**config.mk**
```make
export PLATFORM = sky130hd
export DESIGN_NAME = earliest_free_server_dispatch
export DESIGN_NICKNAME = d
export VERILOG_FILES = /design/src/sv/efsd_pkg.sv /design/src/sv/efsd_servers.sv /design/src/sv/earliest_free_server_dispatch.sv
export SDC_FILE = /design/constraint.sdc
export NUM_CORES = 2
export LEC_CHECK = 0
export ABC_AREA = 1
export BUFFER_PORTS_ARGS = -buffer_cell sky130_fd_sc_hd__buf_2
export CORE_MARGIN = 5
export CORE_UTILIZATION = 62
export DETAILED_ROUTE_END_ITERATION = 10
export GPL_TIMING_DRIVEN = 0
export PLACE_DENSITY = 0.77
export REMOVE_ABC_BUFFERS = 1
export SYNTH_ARGS = -nofsm -noshare
export SYNTH_HDL_FRONTEND = slang
export SYNTH_SLANG_ARGS = --single-unit
```
**constraint.sdc**
```tcl
create_clock -name aclk -period 10.01 [get_ports aclk]
set_input_delay 1.001 -clock aclk [delete_from_list [all_inputs] [get_ports aclk]]
set_output_delay 1.001 -clock aclk [all_outputs]
set_load 0.01 [all_outputs]
```
**src/sv/efsd_pkg.sv**
```systemverilog
// Shared types and constants for the earliest-free-server dispatch block.
// Used by efsd_servers and earliest_free_server_dispatch; no dependencies.
`timescale 1ns / 1ps
`default_nettype none

package efsd_pkg;

    // Sizing
    localparam int MAX_SERVERS = 16;
    localparam int FRAC_BITS   = 16;
    localparam int SRV_IDX_W   = $clog2(MAX_SERVERS);

    // Field widths
    localparam int ACT_W   = 5;
    localparam int DUR_W   = 32;
    localparam int TIME_W  = 32;
    localparam int CLK_W   = 33;
    localparam int FREE_W  = 40;
    localparam int CNT_W   = 32;
    localparam int SUM_W   = 48;
    localparam int APB_AW  = 3;
    localparam int APB_DW  = 32;
    localparam int S_DATA_W = 64;
    localparam int M_DATA_W = 160;

    // Register word index (paddr[2])
    localparam logic REG_ACTIVE   = 1'b0;
    localparam logic REG_DURATION = 1'b1;

    // Reset values
    localparam logic [ACT_W-1:0] ACTIVE_RST   = 5'd1;
    localparam logic [DUR_W-1:0] DURATION_RST = 32'd65536000;
    localparam logic [DUR_W-1:0] MIN_DURATION = DUR_W'(1) << FRAC_BITS;

    // Control from the sequencer to the server file
    typedef struct packed {
        logic clear;      // start of run: all free times to zero
        logic scan_load;  // begin scan with server 0 as best
        logic scan_step;  // compare one more server
        logic wr_en;      // write done time to best server
    } srv_ctrl_t;

    // Status from the server file
    typedef struct packed {
        logic [SRV_IDX_W-1:0] best_idx;
        logic [FREE_W-1:0]    best_free;
        logic                 at_last;   // server under compare is the last active one
    } srv_stat_t;

endpackage

`default_nettype wire

```
**src/sv/efsd_servers.sv**
```systemverilog
// Server free-time registers and the shared min-scan comparator.
// Depends on efsd_pkg.
`timescale 1ns / 1ps
`default_nettype none

module efsd_servers (
    input  wire                                 aclk,
    input  wire                                 aresetn,
    input  efsd_pkg::srv_ctrl_t                 ctrl,
    input  wire [efsd_pkg::SRV_IDX_W-1:0]       last_idx,
    input  wire [efsd_pkg::FREE_W-1:0]          wr_data,
    output efsd_pkg::srv_stat_t                 stat
);

    logic [efsd_pkg::FREE_W-1:0]    free_reg [efsd_pkg::MAX_SERVERS];
    logic [efsd_pkg::SRV_IDX_W-1:0] scan_idx_reg;
    logic [efsd_pkg::SRV_IDX_W-1:0] best_idx_reg;
    logic [efsd_pkg::FREE_W-1:0]    best_free_reg;
    logic [efsd_pkg::FREE_W-1:0]    cand_free;
    logic                           cand_less;

    // One compare per cycle against the running minimum; strict less keeps lowest index
    assign cand_free = free_reg[scan_idx_reg];
    assign cand_less = cand_free < best_free_reg;

    // Free-time file
    always_ff @(posedge aclk) begin
        if (!aresetn || ctrl.clear) begin
            for (int i = 0; i < efsd_pkg::MAX_SERVERS; i++) begin
                free_reg[i] <= '0;
            end
        end else if (ctrl.wr_en) begin
            free_reg[best_idx_reg] <= wr_data;
        end
    end

    // Scan state
    always_ff @(posedge aclk) begin
        if (!aresetn) begin
            scan_idx_reg  <= '0;
            best_idx_reg  <= '0;
            best_free_reg <= '0;
        end else if (ctrl.scan_load) begin
            scan_idx_reg  <= efsd_pkg::SRV_IDX_W'(1);
            best_idx_reg  <= '0;
            best_free_reg <= free_reg[0];
        end else if (ctrl.scan_step) begin
            scan_idx_reg <= scan_idx_reg + efsd_pkg::SRV_IDX_W'(1);
            if (cand_less) begin
                best_idx_reg  <= scan_idx_reg;
                best_free_reg <= cand_free;
            end
        end
    end

    assign stat.best_idx  = best_idx_reg;
    assign stat.best_free = best_free_reg;
    assign stat.at_last   = (scan_idx_reg == last_idx);

endmodule

`default_nettype wire

```
**src/sv/earliest_free_server_dispatch.sv**
```systemverilog
// Top level of the earliest-free-server dispatch block: APB registers,
// sequencer, run totals and the result register. Depends on efsd_pkg, efsd_servers.
`timescale 1ns / 1ps
`default_nettype none

// One arrival word in, one result word out. An accepted arrival holds the
// input side until its result is loaded: the clock is advanced, a single
// comparator scans the free times of the active servers (1..16) one per
// cycle, then a wait step and an update step follow. An arrival that ends
// the run, or comes after it has ended, skips the scan and goes straight to
// the result step. A result waits in the output register while the next
// arrival is worked on; the block stalls in its last step only if that
// register is still full. Setting start_run in tuser clears clock, servers
// and totals before the arrival is handled. Write registers only while the
// block is idle.
module earliest_free_server_dispatch (
    input  wire                              aclk,
    input  wire                              aresetn,
    // APB configuration
    input  wire                              psel,
    input  wire                              penable,
    input  wire                              pwrite,
    input  wire [efsd_pkg::APB_AW-1:0]       paddr,
    input  wire [efsd_pkg::APB_DW-1:0]       pwdata,
    output logic [efsd_pkg::APB_DW-1:0]      prdata,
    output logic                             pready,
    // Arrival stream
    input  wire                              s_tvalid,
    output logic                             s_tready,
    input  wire [efsd_pkg::S_DATA_W-1:0]     s_tdata,  // inter_arrival[31:0], service_time[63:32]
    input  wire                              s_tuser,  // start_run
    // Result stream
    output logic                             m_tvalid,
    input  wire                              m_tready,
    output logic [efsd_pkg::M_DATA_W-1:0]    m_tdata,  // assigned_server[3:0], wait_time[43:4],
                                                       // arrival_time[76:44], served_count[108:77],
                                                       // wait_total[156:109], zero[159:157]
    output logic                             m_tuser   // accepted
);

    typedef enum logic [2:0] {
        ST_IDLE,
        ST_ADV,
        ST_SCAN,
        ST_WAIT,
        ST_DONE,
        ST_FINISH
    } state_t;

    state_t state_reg;

    logic [efsd_pkg::ACT_W-1:0]     active_reg;
    logic [efsd_pkg::DUR_W-1:0]     duration_reg;
    logic [efsd_pkg::TIME_W-1:0]    ia_reg;
    logic [efsd_pkg::TIME_W-1:0]    svc_reg;
    logic [efsd_pkg::CLK_W-1:0]     clock_reg;
    logic                           run_over_reg;
    logic [efsd_pkg::CNT_W-1:0]     count_reg;
    logic [efsd_pkg::SUM_W-1:0]     sum_reg;
    logic                           acc_reg;
    logic [efsd_pkg::FREE_W-1:0]    wait_reg;
    logic [efsd_pkg::FREE_W-1:0]    start_reg;
    logic                           m_valid_reg;
    logic [efsd_pkg::M_DATA_W-1:0]  m_data_reg;
    logic                           m_user_reg;

    efsd_pkg::srv_ctrl_t            srv_ctrl;
    efsd_pkg::srv_stat_t            srv_stat;
    logic [efsd_pkg::SRV_IDX_W-1:0] last_idx;
    logic [efsd_pkg::DUR_W-1:0]     limit;
    logic [efsd_pkg::CLK_W-1:0]     clock_sum;
    logic [efsd_pkg::FREE_W-1:0]    clock_ext;
    logic [efsd_pkg::FREE_W:0]      done_sum;
    logic [efsd_pkg::FREE_W-1:0]    done_sat;
    logic [efsd_pkg::SUM_W:0]       wsum_sum;
    logic                           in_acc;
    logic                           cfg_wr;
    logic                           out_free;
    logic [efsd_pkg::SRV_IDX_W-1:0] res_idx;
    logic [efsd_pkg::FREE_W-1:0]    res_wait;

    // APB register file
    assign pready = 1'b1;
    assign cfg_wr = psel && penable && pwrite && pready;

    always_ff @(posedge aclk) begin
        if (!aresetn) begin
            active_reg   <= efsd_pkg::ACTIVE_RST;
            duration_reg <= efsd_pkg::DURATION_RST;
        end else if (cfg_wr) begin
            unique case (paddr[2])
                efsd_pkg::REG_ACTIVE:   active_reg   <= pwdata[efsd_pkg::ACT_W-1:0];
                efsd_pkg::REG_DURATION: duration_reg <= pwdata;
                default: ;
            endcase
        end
    end

    always_comb begin
        unique case (paddr[2])
            efsd_pkg::REG_ACTIVE:   prdata = {{(efsd_pkg::APB_DW-efsd_pkg::ACT_W){1'b0}},
                                              active_reg};
            efsd_pkg::REG_DURATION: prdata = duration_reg;
            default:                prdata = '0;
        endcase
    end

    // Clamp server count and run length
    always_comb begin
        if (active_reg == '0) begin
            last_idx = '0;
        end else if (active_reg > efsd_pkg::ACT_W'(efsd_pkg::MAX_SERVERS)) begin
            last_idx = efsd_pkg::SRV_IDX_W'(efsd_pkg::MAX_SERVERS - 1);
        end else begin
            last_idx = efsd_pkg::SRV_IDX_W'(active_reg - efsd_pkg::ACT_W'(1));
        end
    end

    assign limit = (duration_reg < efsd_pkg::MIN_DURATION) ? efsd_pkg::MIN_DURATION
                                                           : duration_reg;

    // Datapath
    assign clock_sum = clock_reg + {1'b0, ia_reg};
    assign clock_ext = {{(efsd_pkg::FREE_W-efsd_pkg::CLK_W){1'b0}}, clock_reg};
    assign done_sum  = {1'b0, start_reg}
                     + {{(efsd_pkg::FREE_W+1-efsd_pkg::TIME_W){1'b0}}, svc_reg};
    assign done_sat  = done_sum[efsd_pkg::FREE_W] ? '1 : done_sum[efsd_pkg::FREE_W-1:0];
    assign wsum_sum  = {1'b0, sum_reg}
                     + {{(efsd_pkg::SUM_W+1-efsd_pkg::FREE_W){1'b0}}, wait_reg};

    // Handshakes
    assign in_acc   = s_tvalid && s_tready;
    assign s_tready = aresetn && (state_reg == ST_IDLE);
    assign out_free = !m_valid_reg || m_tready;
    assign m_tvalid = m_valid_reg;
    assign m_tdata  = m_data_reg;
    assign m_tuser  = m_user_reg;

    // Server file control
    always_comb begin
        srv_ctrl.clear     = in_acc && s_tuser;
        srv_ctrl.scan_load = (state_reg == ST_ADV);
        srv_ctrl.scan_step = (state_reg == ST_SCAN);
        srv_ctrl.wr_en     = (state_reg == ST_DONE);
    end

    efsd_servers u_servers (
        .aclk     (aclk),
        .aresetn  (aresetn),
        .ctrl     (srv_ctrl),
        .last_idx (last_idx),
        .wr_data  (done_sat),
        .stat     (srv_stat)
    );

    // Rejected results carry zero server and wait
    assign res_idx  = acc_reg ? srv_stat.best_idx : '0;
    assign res_wait = acc_reg ? wait_reg : '0;

    // Sequencer, run totals and result register
    always_ff @(posedge aclk) begin
        if (!aresetn) begin
            state_reg    <= ST_IDLE;
            clock_reg    <= '0;
            run_over_reg <= 1'b0;
            count_reg    <= '0;
            sum_reg      <= '0;
            acc_reg      <= 1'b0;
            m_valid_reg  <= 1'b0;
        end else begin
            // drained word; a word loaded in the last step takes its place
            if (m_valid_reg && m_tready && (state_reg != ST_FINISH)) begin
                m_valid_reg <= 1'b0;
            end
            unique case (state_reg)
                ST_IDLE: begin
                    if (in_acc) begin
                        ia_reg  <= s_tdata[efsd_pkg::TIME_W-1:0];
                        svc_reg <= s_tdata[2*efsd_pkg::TIME_W-1:efsd_pkg::TIME_W];
                        if (s_tuser) begin
                            clock_reg    <= '0;
                            run_over_reg <= 1'b0;
                            count_reg    <= '0;
                            sum_reg      <= '0;
                        end
                        state_reg <= ST_ADV;
                    end
                end
                ST_ADV: begin
                    // advance clock unless frozen; end of run rejects
                    if (run_over_reg) begin
                        acc_reg   <= 1'b0;
                        state_reg <= ST_FINISH;
                    end else begin
                        clock_reg <= clock_sum;
                        if (clock_sum >= {1'b0, limit}) begin
                            run_over_reg <= 1'b1;
                            acc_reg      <= 1'b0;
                            state_reg    <= ST_FINISH;
                        end else begin
                            state_reg <= (last_idx == '0) ? ST_WAIT : ST_SCAN;
                        end
                    end
                end
                ST_SCAN: begin
                    if (srv_stat.at_last) begin
                        state_reg <= ST_WAIT;
                    end
                end
                ST_WAIT: begin
                    // wait = max(0, free - now), start = max(free, now)
                    if (srv_stat.best_free > clock_ext) begin
                        wait_reg  <= srv_stat.best_free - clock_ext;
                        start_reg <= srv_stat.best_free;
                    end else begin
                        wait_reg  <= '0;
                        start_reg <= clock_ext;
                    end
                    state_reg <= ST_DONE;
                end
                ST_DONE: begin
                    if (count_reg != '1) begin
                        count_reg <= count_reg + efsd_pkg::CNT_W'(1);
                    end
                    sum_reg   <= wsum_sum[efsd_pkg::SUM_W] ? '1
                                                           : wsum_sum[efsd_pkg::SUM_W-1:0];
                    acc_reg   <= 1'b1;
                    state_reg <= ST_FINISH;
                end
                ST_FINISH: begin
                    if (out_free) begin
                        m_valid_reg <= 1'b1;
                        m_user_reg  <= acc_reg;
                        m_data_reg  <= {{(efsd_pkg::M_DATA_W - efsd_pkg::SRV_IDX_W
                                          - efsd_pkg::FREE_W - efsd_pkg::CLK_W
                                          - efsd_pkg::CNT_W - efsd_pkg::SUM_W){1'b0}},
                                        sum_reg, count_reg, clock_reg, res_wait, res_idx};
                        state_reg   <= ST_IDLE;
                    end
                end
                default: state_reg <= ST_IDLE;
            endcase
        end
    end

`ifndef SYNTHESIS
    // start_run clears the clock and the end-of-run flag before the arrival is handled
    a_start_clears: assert property (@(posedge aclk) disable iff (!aresetn)
        (s_tvalid && s_tready && s_tuser) |=> (clock_reg == '0 && !run_over_reg))
        else $error("start_run did not clear run state");

    // a rejected word reports no server and no wait
    a_reject_zero: assert property (@(posedge aclk) disable iff (!aresetn)
        (m_tvalid && !m_tuser) |-> (m_tdata[43:0] == '0))
        else $error("rejected word carries server or wait");

    // the chosen server is always within the active range
    a_best_in_range: assert property (@(posedge aclk) disable iff (!aresetn)
        (state_reg == ST_WAIT) |-> (srv_stat.best_idx <= last_idx))
        else $error("chosen server outside active range");

    // a new word never overwrites one still waiting
    a_no_overwrite: assert property (@(posedge aclk) disable iff (!aresetn)
        (m_tvalid && !m_tready) |=> ($stable(m_tdata) && m_tvalid))
        else $error("pending result word overwritten");
`endif

endmodule

`default_nettype wire
```
Word-level counts from Yosys, hierarchy flattened
Memory sizes are Yosys's and may differ from the RTL's.
Cells that the tools add are included.
{ "op_classes": {"n_reduce_logical": 34, "n_lt_le_gt_ge": 5, "addsub": 7, "mux": 49, "eq_ne": 15, "n_bitwise": 2} }
{ "op_table": {"columns": ["cell", "count"], "rows": [
  ["40-bit two-way mux", 5],
  ["48-bit two-way mux", 3],
  ["33-bit two-way mux", 4],
  ["32-bit two-way mux", 4],
  ["32-bit one-hot mux with 2 select lines", 2],
  ["48-bit one-hot mux with 2 select lines", 1],
  ["33-bit one-hot mux with 2 select lines", 1],
  ["48-bit by 40-bit adder with 49-bit output", 1],
  ["40-bit by 32-bit adder with 41-bit output", 1],
  ["40-bit by 33-bit > comparator with 1-bit output", 1],
  ["40-bit < comparator", 1],
  ["40-bit OR reduction", 1],
  ["40-bit by 33-bit subtractor with 40-bit output", 1],
  ["33-bit by 32-bit adder with 33-bit output", 1],
  ["33-bit by 32-bit greater-or-equal comparator with 1-bit output", 1],
  ["32-bit by 1-bit adder with 32-bit output (second input constant)", 1],
  ["32-bit by 17-bit < comparator with 1-bit output (second input constant)", 1],
  ["32-bit inequality test (second input constant)", 1],
  ["1-bit two-way mux", 18],
  ["3-bit one-hot mux with 6 select lines", 1],
  ["3-bit two-way mux", 5],
  ["3-bit AND reduction", 5],
  ["4-bit two-way mux", 3],
  ["2-bit AND reduction", 6],
  ["22 further kinds", 43]
]} }
{ "totals": {"mem_count": 1, "register_bits": 506, "word_cells": 134, "inputBits": 107, "ramBits": 640, "output_inout_bits": 196} }
{ "mem_list": {"columns": ["memory", "depth", "word_bits", "read_ports", "rd_ports_with_merged_regs", "wr", "line_no", "text"], "rows": [
  ["u_servers.free_reg", 16, 40, 2, 0, 16, "efsd_servers.sv:15", "logic [efsd_pkg::FREE_W-1:0] free_reg [efsd_pkg::MAX_SERVERS];"]
]} }

Depth between registers and ports, before layout
{ "depth": {"word_depth": 9, "depth_mapped": 28, "ltp_nobuf": 28} }

By module
From an unflattened synthesis, not the netlist that was laid out.
{ "unflattened": {"hier_cells": 6479, "area_unflattened_um2": 58334.7} }
{ "modules_own_cells": {"columns": ["module", "seq_area_each_um2", "area_per_inst_um2", "cells_each", "instances"], "rows": [
  ["efsd_servers", 20179.4, 31136.1, 3066, 1],
  ["earliest_free_server_dispatch", 12191.7, 27198.6, 3413, 1]
]} }

Least setup slack after synthesis
No wires, ideal clock.
{ "synth_path": {"path_kind": "input -> register", "from": "input port aresetn", "to": "register m_data_reg, in the netlist m_tdata[0] (enable)", "stages": 3, "setup_slack_ns": 1.455, "n_path_buf": 1, "setup_ns": 0.678, "arrival_ns": 7.878, "required_time_ns": 9.332, "path_cell_list": "clkbuf_1 > nand2_1 > nor2_1"} }
{ "synth_between": {"elab_chain_cells": 1} }
{ "synth_lines": {"columns": ["item", "line_no", "text"], "rows": [
  ["start: declaration", "earliest_free_server_dispatch.sv:18", "input wire aresetn,"],
  ["3-bit AND reduction (no line)", null, null],
  ["end signal: assignment", "earliest_free_server_dispatch.sv:234", "m_data_reg <= {{(efsd_pkg::M_DATA_W - efsd_pkg::SRV_IDX_W"],
  ["end: declaration", "earliest_free_server_dispatch.sv:64", "logic [efsd_pkg::M_DATA_W-1:0] m_data_reg;"]
]} }
No other way between the ends.
A chain may end at the register's enable or synchronous reset.

==> metrics <==
NumNets Final=6975; fin crit share=0.632; routed vias/inst=5.98; Top delay family on crit path=simple AND/OR/NAND/NOR gates; Final Instance Area=65300 um^2; main combinational cell family by area after synthesis=simple AND/OR/NAND/NOR gates; Post-CTS Setup Bufs=0; Syn Area/Cell=9.01 um^2; slowest stage delay, CP=1000 ps; Total Wirelength=173000 um; Worst EP required=10400 ps; Rel. slew slack=0.0960; Clock Tree Buf Depth=3; Die Y=318 um; status=finished clean; Post-DP Area=61600 um^2; Buf/Inv on CP=6; I/O pin cnt=303; clk_lat worst skew=720 ps; via count=48000; antenna cell count=0; CTS tree=done; post-synthesis mux area share=0; CP most frequent cell=nand2_1; Reg clk slew, reported paths=60 ps; leading area contributor after synthesis=edfxtp_1; Root Driver=clkbuf_16; DRC=0; drt first pass iters=6; hold slack=436 ps; most common cell in the netlist=nand2_1; RSZ-0062 raised after global routing=no; Leak=27.9 nW; CP Cell Sequence=buf_4 -> inv_4 -> nor3_4 -> buf_8 -> nand2_1 -> nand2_1 -> nor4_1 -> inv_1 -> nor2_1 -> inv_2 -> nand2_2 -> buf_12; Max Fanout on Critical Path=77; simple-gate share of the synthesized area=0.180; pwr dens=278 nW/um^2; final clock skew=29.9 ps; Yosys warning total=0; Distinct cells, synth=62; register area share after synthesis=0.549; Critical Path End Type=flip-flop; Slew @ Worst Pin=1350 ps; Critical Path Start Type=input pin; Routed Antenna Nets=0; Post-synth EDFFs=942; port bufs=296; global-route wire length before repair=263000 um; Slew Limit Fails=0; share of cells above drive strength 1=0.0957; post-synth top area share=0.480; wire per inst=21.6 um; Starting Density=0.622; Max Cap Violations=0; Iter 0 DRT Violations=5631; synthesis-stage register bit count=1146; Detailed Place HPWL=121000 um; Synth area leaders=edfxtp_1 (48%), nand2_1 (7.4%), dfxtp_1 (6.9%); Slowest-stage cell, CP=nor2_1; max FFs per register=640; commonest cells in the synthesized netlist=nand2_1 (1155), nor2_1 (1042), edfxtp_1 (942), inv_1 (675), a21oi_1 (527); Post-Synth Adder-Cell Area=0.0461; CTS H-tree lvls=3; die area=101000 um^2; Place WS=2750 ps; Setup Viol. Count Final=0; cts hold-fix bufs=0; Sinks on Clock Net=1146; total power=18.2 mW; Arr. time, crit path=6710 ps; Synth Instances=6543; initial antenna violation count=2; Most used DFF post-synth=edfxtp_1; aggregate global routing overflow=0; post-route minimum period=6320 ps; synth-to-layout area growth=10.8%; FP Rows=113; fillers=7535; post-CTS sizing=0; Synth Area in XOR/XNOR=0.0157; global-route usage over all layers=0.330; Die Span X=318 um; HP Class=flip-flop to flip-flop; vias in the first global route=45600; Syn Std Cell Area=59000 um^2; Core Region=94700 um^2; pin count of the biggest net entering global routing=168; Peak VDD IR=0.327 mV; GPL Wtd Cong=0.969; Fin. Hold Viols=0; critical path class=input pin to flip-flop; asr flop ratio synth=0; PnR worst setup slack=3690 ps; fmax=158 MHz; Synth Area in Compound Gates=0.138; Inserted Clock Buffers=112
-- placed cells by master (no fill, tap or decap), types with 6 or more instances in the layout --
cell       count
a21boi_0      11
a21o_1        34
a21oi_1      527
a21oi_2        6
a31oi_1       73
buf_12        28
buf_16        14
buf_2        295
bufinv_16      9
clkbuf_1      18
clkbuf_16    114
clkbuf_8       7
clkinv_1      26
clkinv_2      26
dfxtp_1      199
edfxtp_1     942
ha_1         211
inv_1        671
inv_2         23
inv_6          6
nand2_1     1137
nand2_2       18
nand3_1      206
nand4_1       39
nor2_1      1033
nor2_2         6
nor2_4        15
nor3_1        67
nor4_1        29
o211ai_1      33
o21a_1        16
o21ai_0      500
o21ai_1        8
o21ai_2        7
o21bai_1      14
o221ai_1     137
o22ai_1       28
or2_2         19
xnor2_1       45
xor2_1        61
-- stage by stage --
| stage | instances | utilization | TNS, ps |
|---|---|---|---|
| 5_1_grt | 8017 | 0.690 | 0 |
| 3_3_place_gp | 7756 | 0.638 | -5144190 |
| 2_1_floorplan | 6195 | - | -127770 |
| 6_report | 8017 | 0.690 | 0 |
| 3_5_place_dp | 7802 | 0.651 | 0 |
| 4_1_cts | 8015 | 0.689 | 0 |
-- report_power, final --
group	switching (mW)	internal (mW)	leakage, nW	total (mW)
clock network	1.84	2.38	1.81	4.22
logic	5.17	2.43	14.9	7.60
registers	0.424	5.94	11.2	6.37
total	7.44	10.7	27.9	18.2
-- worst reg2reg max path, cell delays in order (launching register included) --
cell,delay [ps]
dfxtp_4,700
buf_12,340
buf_16,350
inv_6,340
buf_16,330
o21ai_0,180
o22ai_1,100
o211ai_1,500
nand2_1,120
ha_1,300
nand2_1,70
nor3_1,380
nor4b_1,830
a21oi_1,310
nand3_4,730
a21oi_1,190
nor2_1,250
-- path summary, 6_finish.rpt --
path | start | end | slack, ps | cells past startpoint
worst max-delay path | aresetn | u_servers.free_reg[12][39] | 3690 | 12
worst min-delay path | u_servers.best_free_reg[39] | start_reg[39] | 440 | 0
worst max register to register | u_servers.scan_idx_reg[1] | u_servers.best_free_reg[26] | 3890 | 16
worst min register to register | u_servers.best_free_reg[39] | start_reg[39] | 440 | 0
-- logic make-up after synthesis --
logic type,count (synthesis)
AO/OA/AOI/OAI,1419
XOR/XNOR,106
adder cells (fa/ha/maj),215
buffers and inverters,1051
flip-flops,1146
other,2
AND/OR/NAND/NOR,2604
-- area by class of cell --
| type | count | area, um^2 | share of cell area |
|---|---|---|---|
| Clock inverter | 74 | 656 | 0.0100 |
| Multi-Input combinational cell | 4348 | 22500 | 0.345 |
| Timing Repair Buffer | 344 | 2500 | 0.0383 |
| Inverter | 701 | 2650 | 0.0406 |
| Clock buffer | 139 | 3020 | 0.0462 |
| Sequential cell | 1146 | 32400 | 0.496 |
| Tap cell | 1265 | 1580 | 0.0242 |
-- per-layer routing --
metal	up-vias	routed length, um	global-route usage
met2	2367	83200	0.553
met1	22700	67800	0.443
met5	-	0	0
met4	0	5850	0.113
li1	22500	-	-
met3	332	16000	0.0545
No activity file was read; power rests on OpenSTA's default activity.
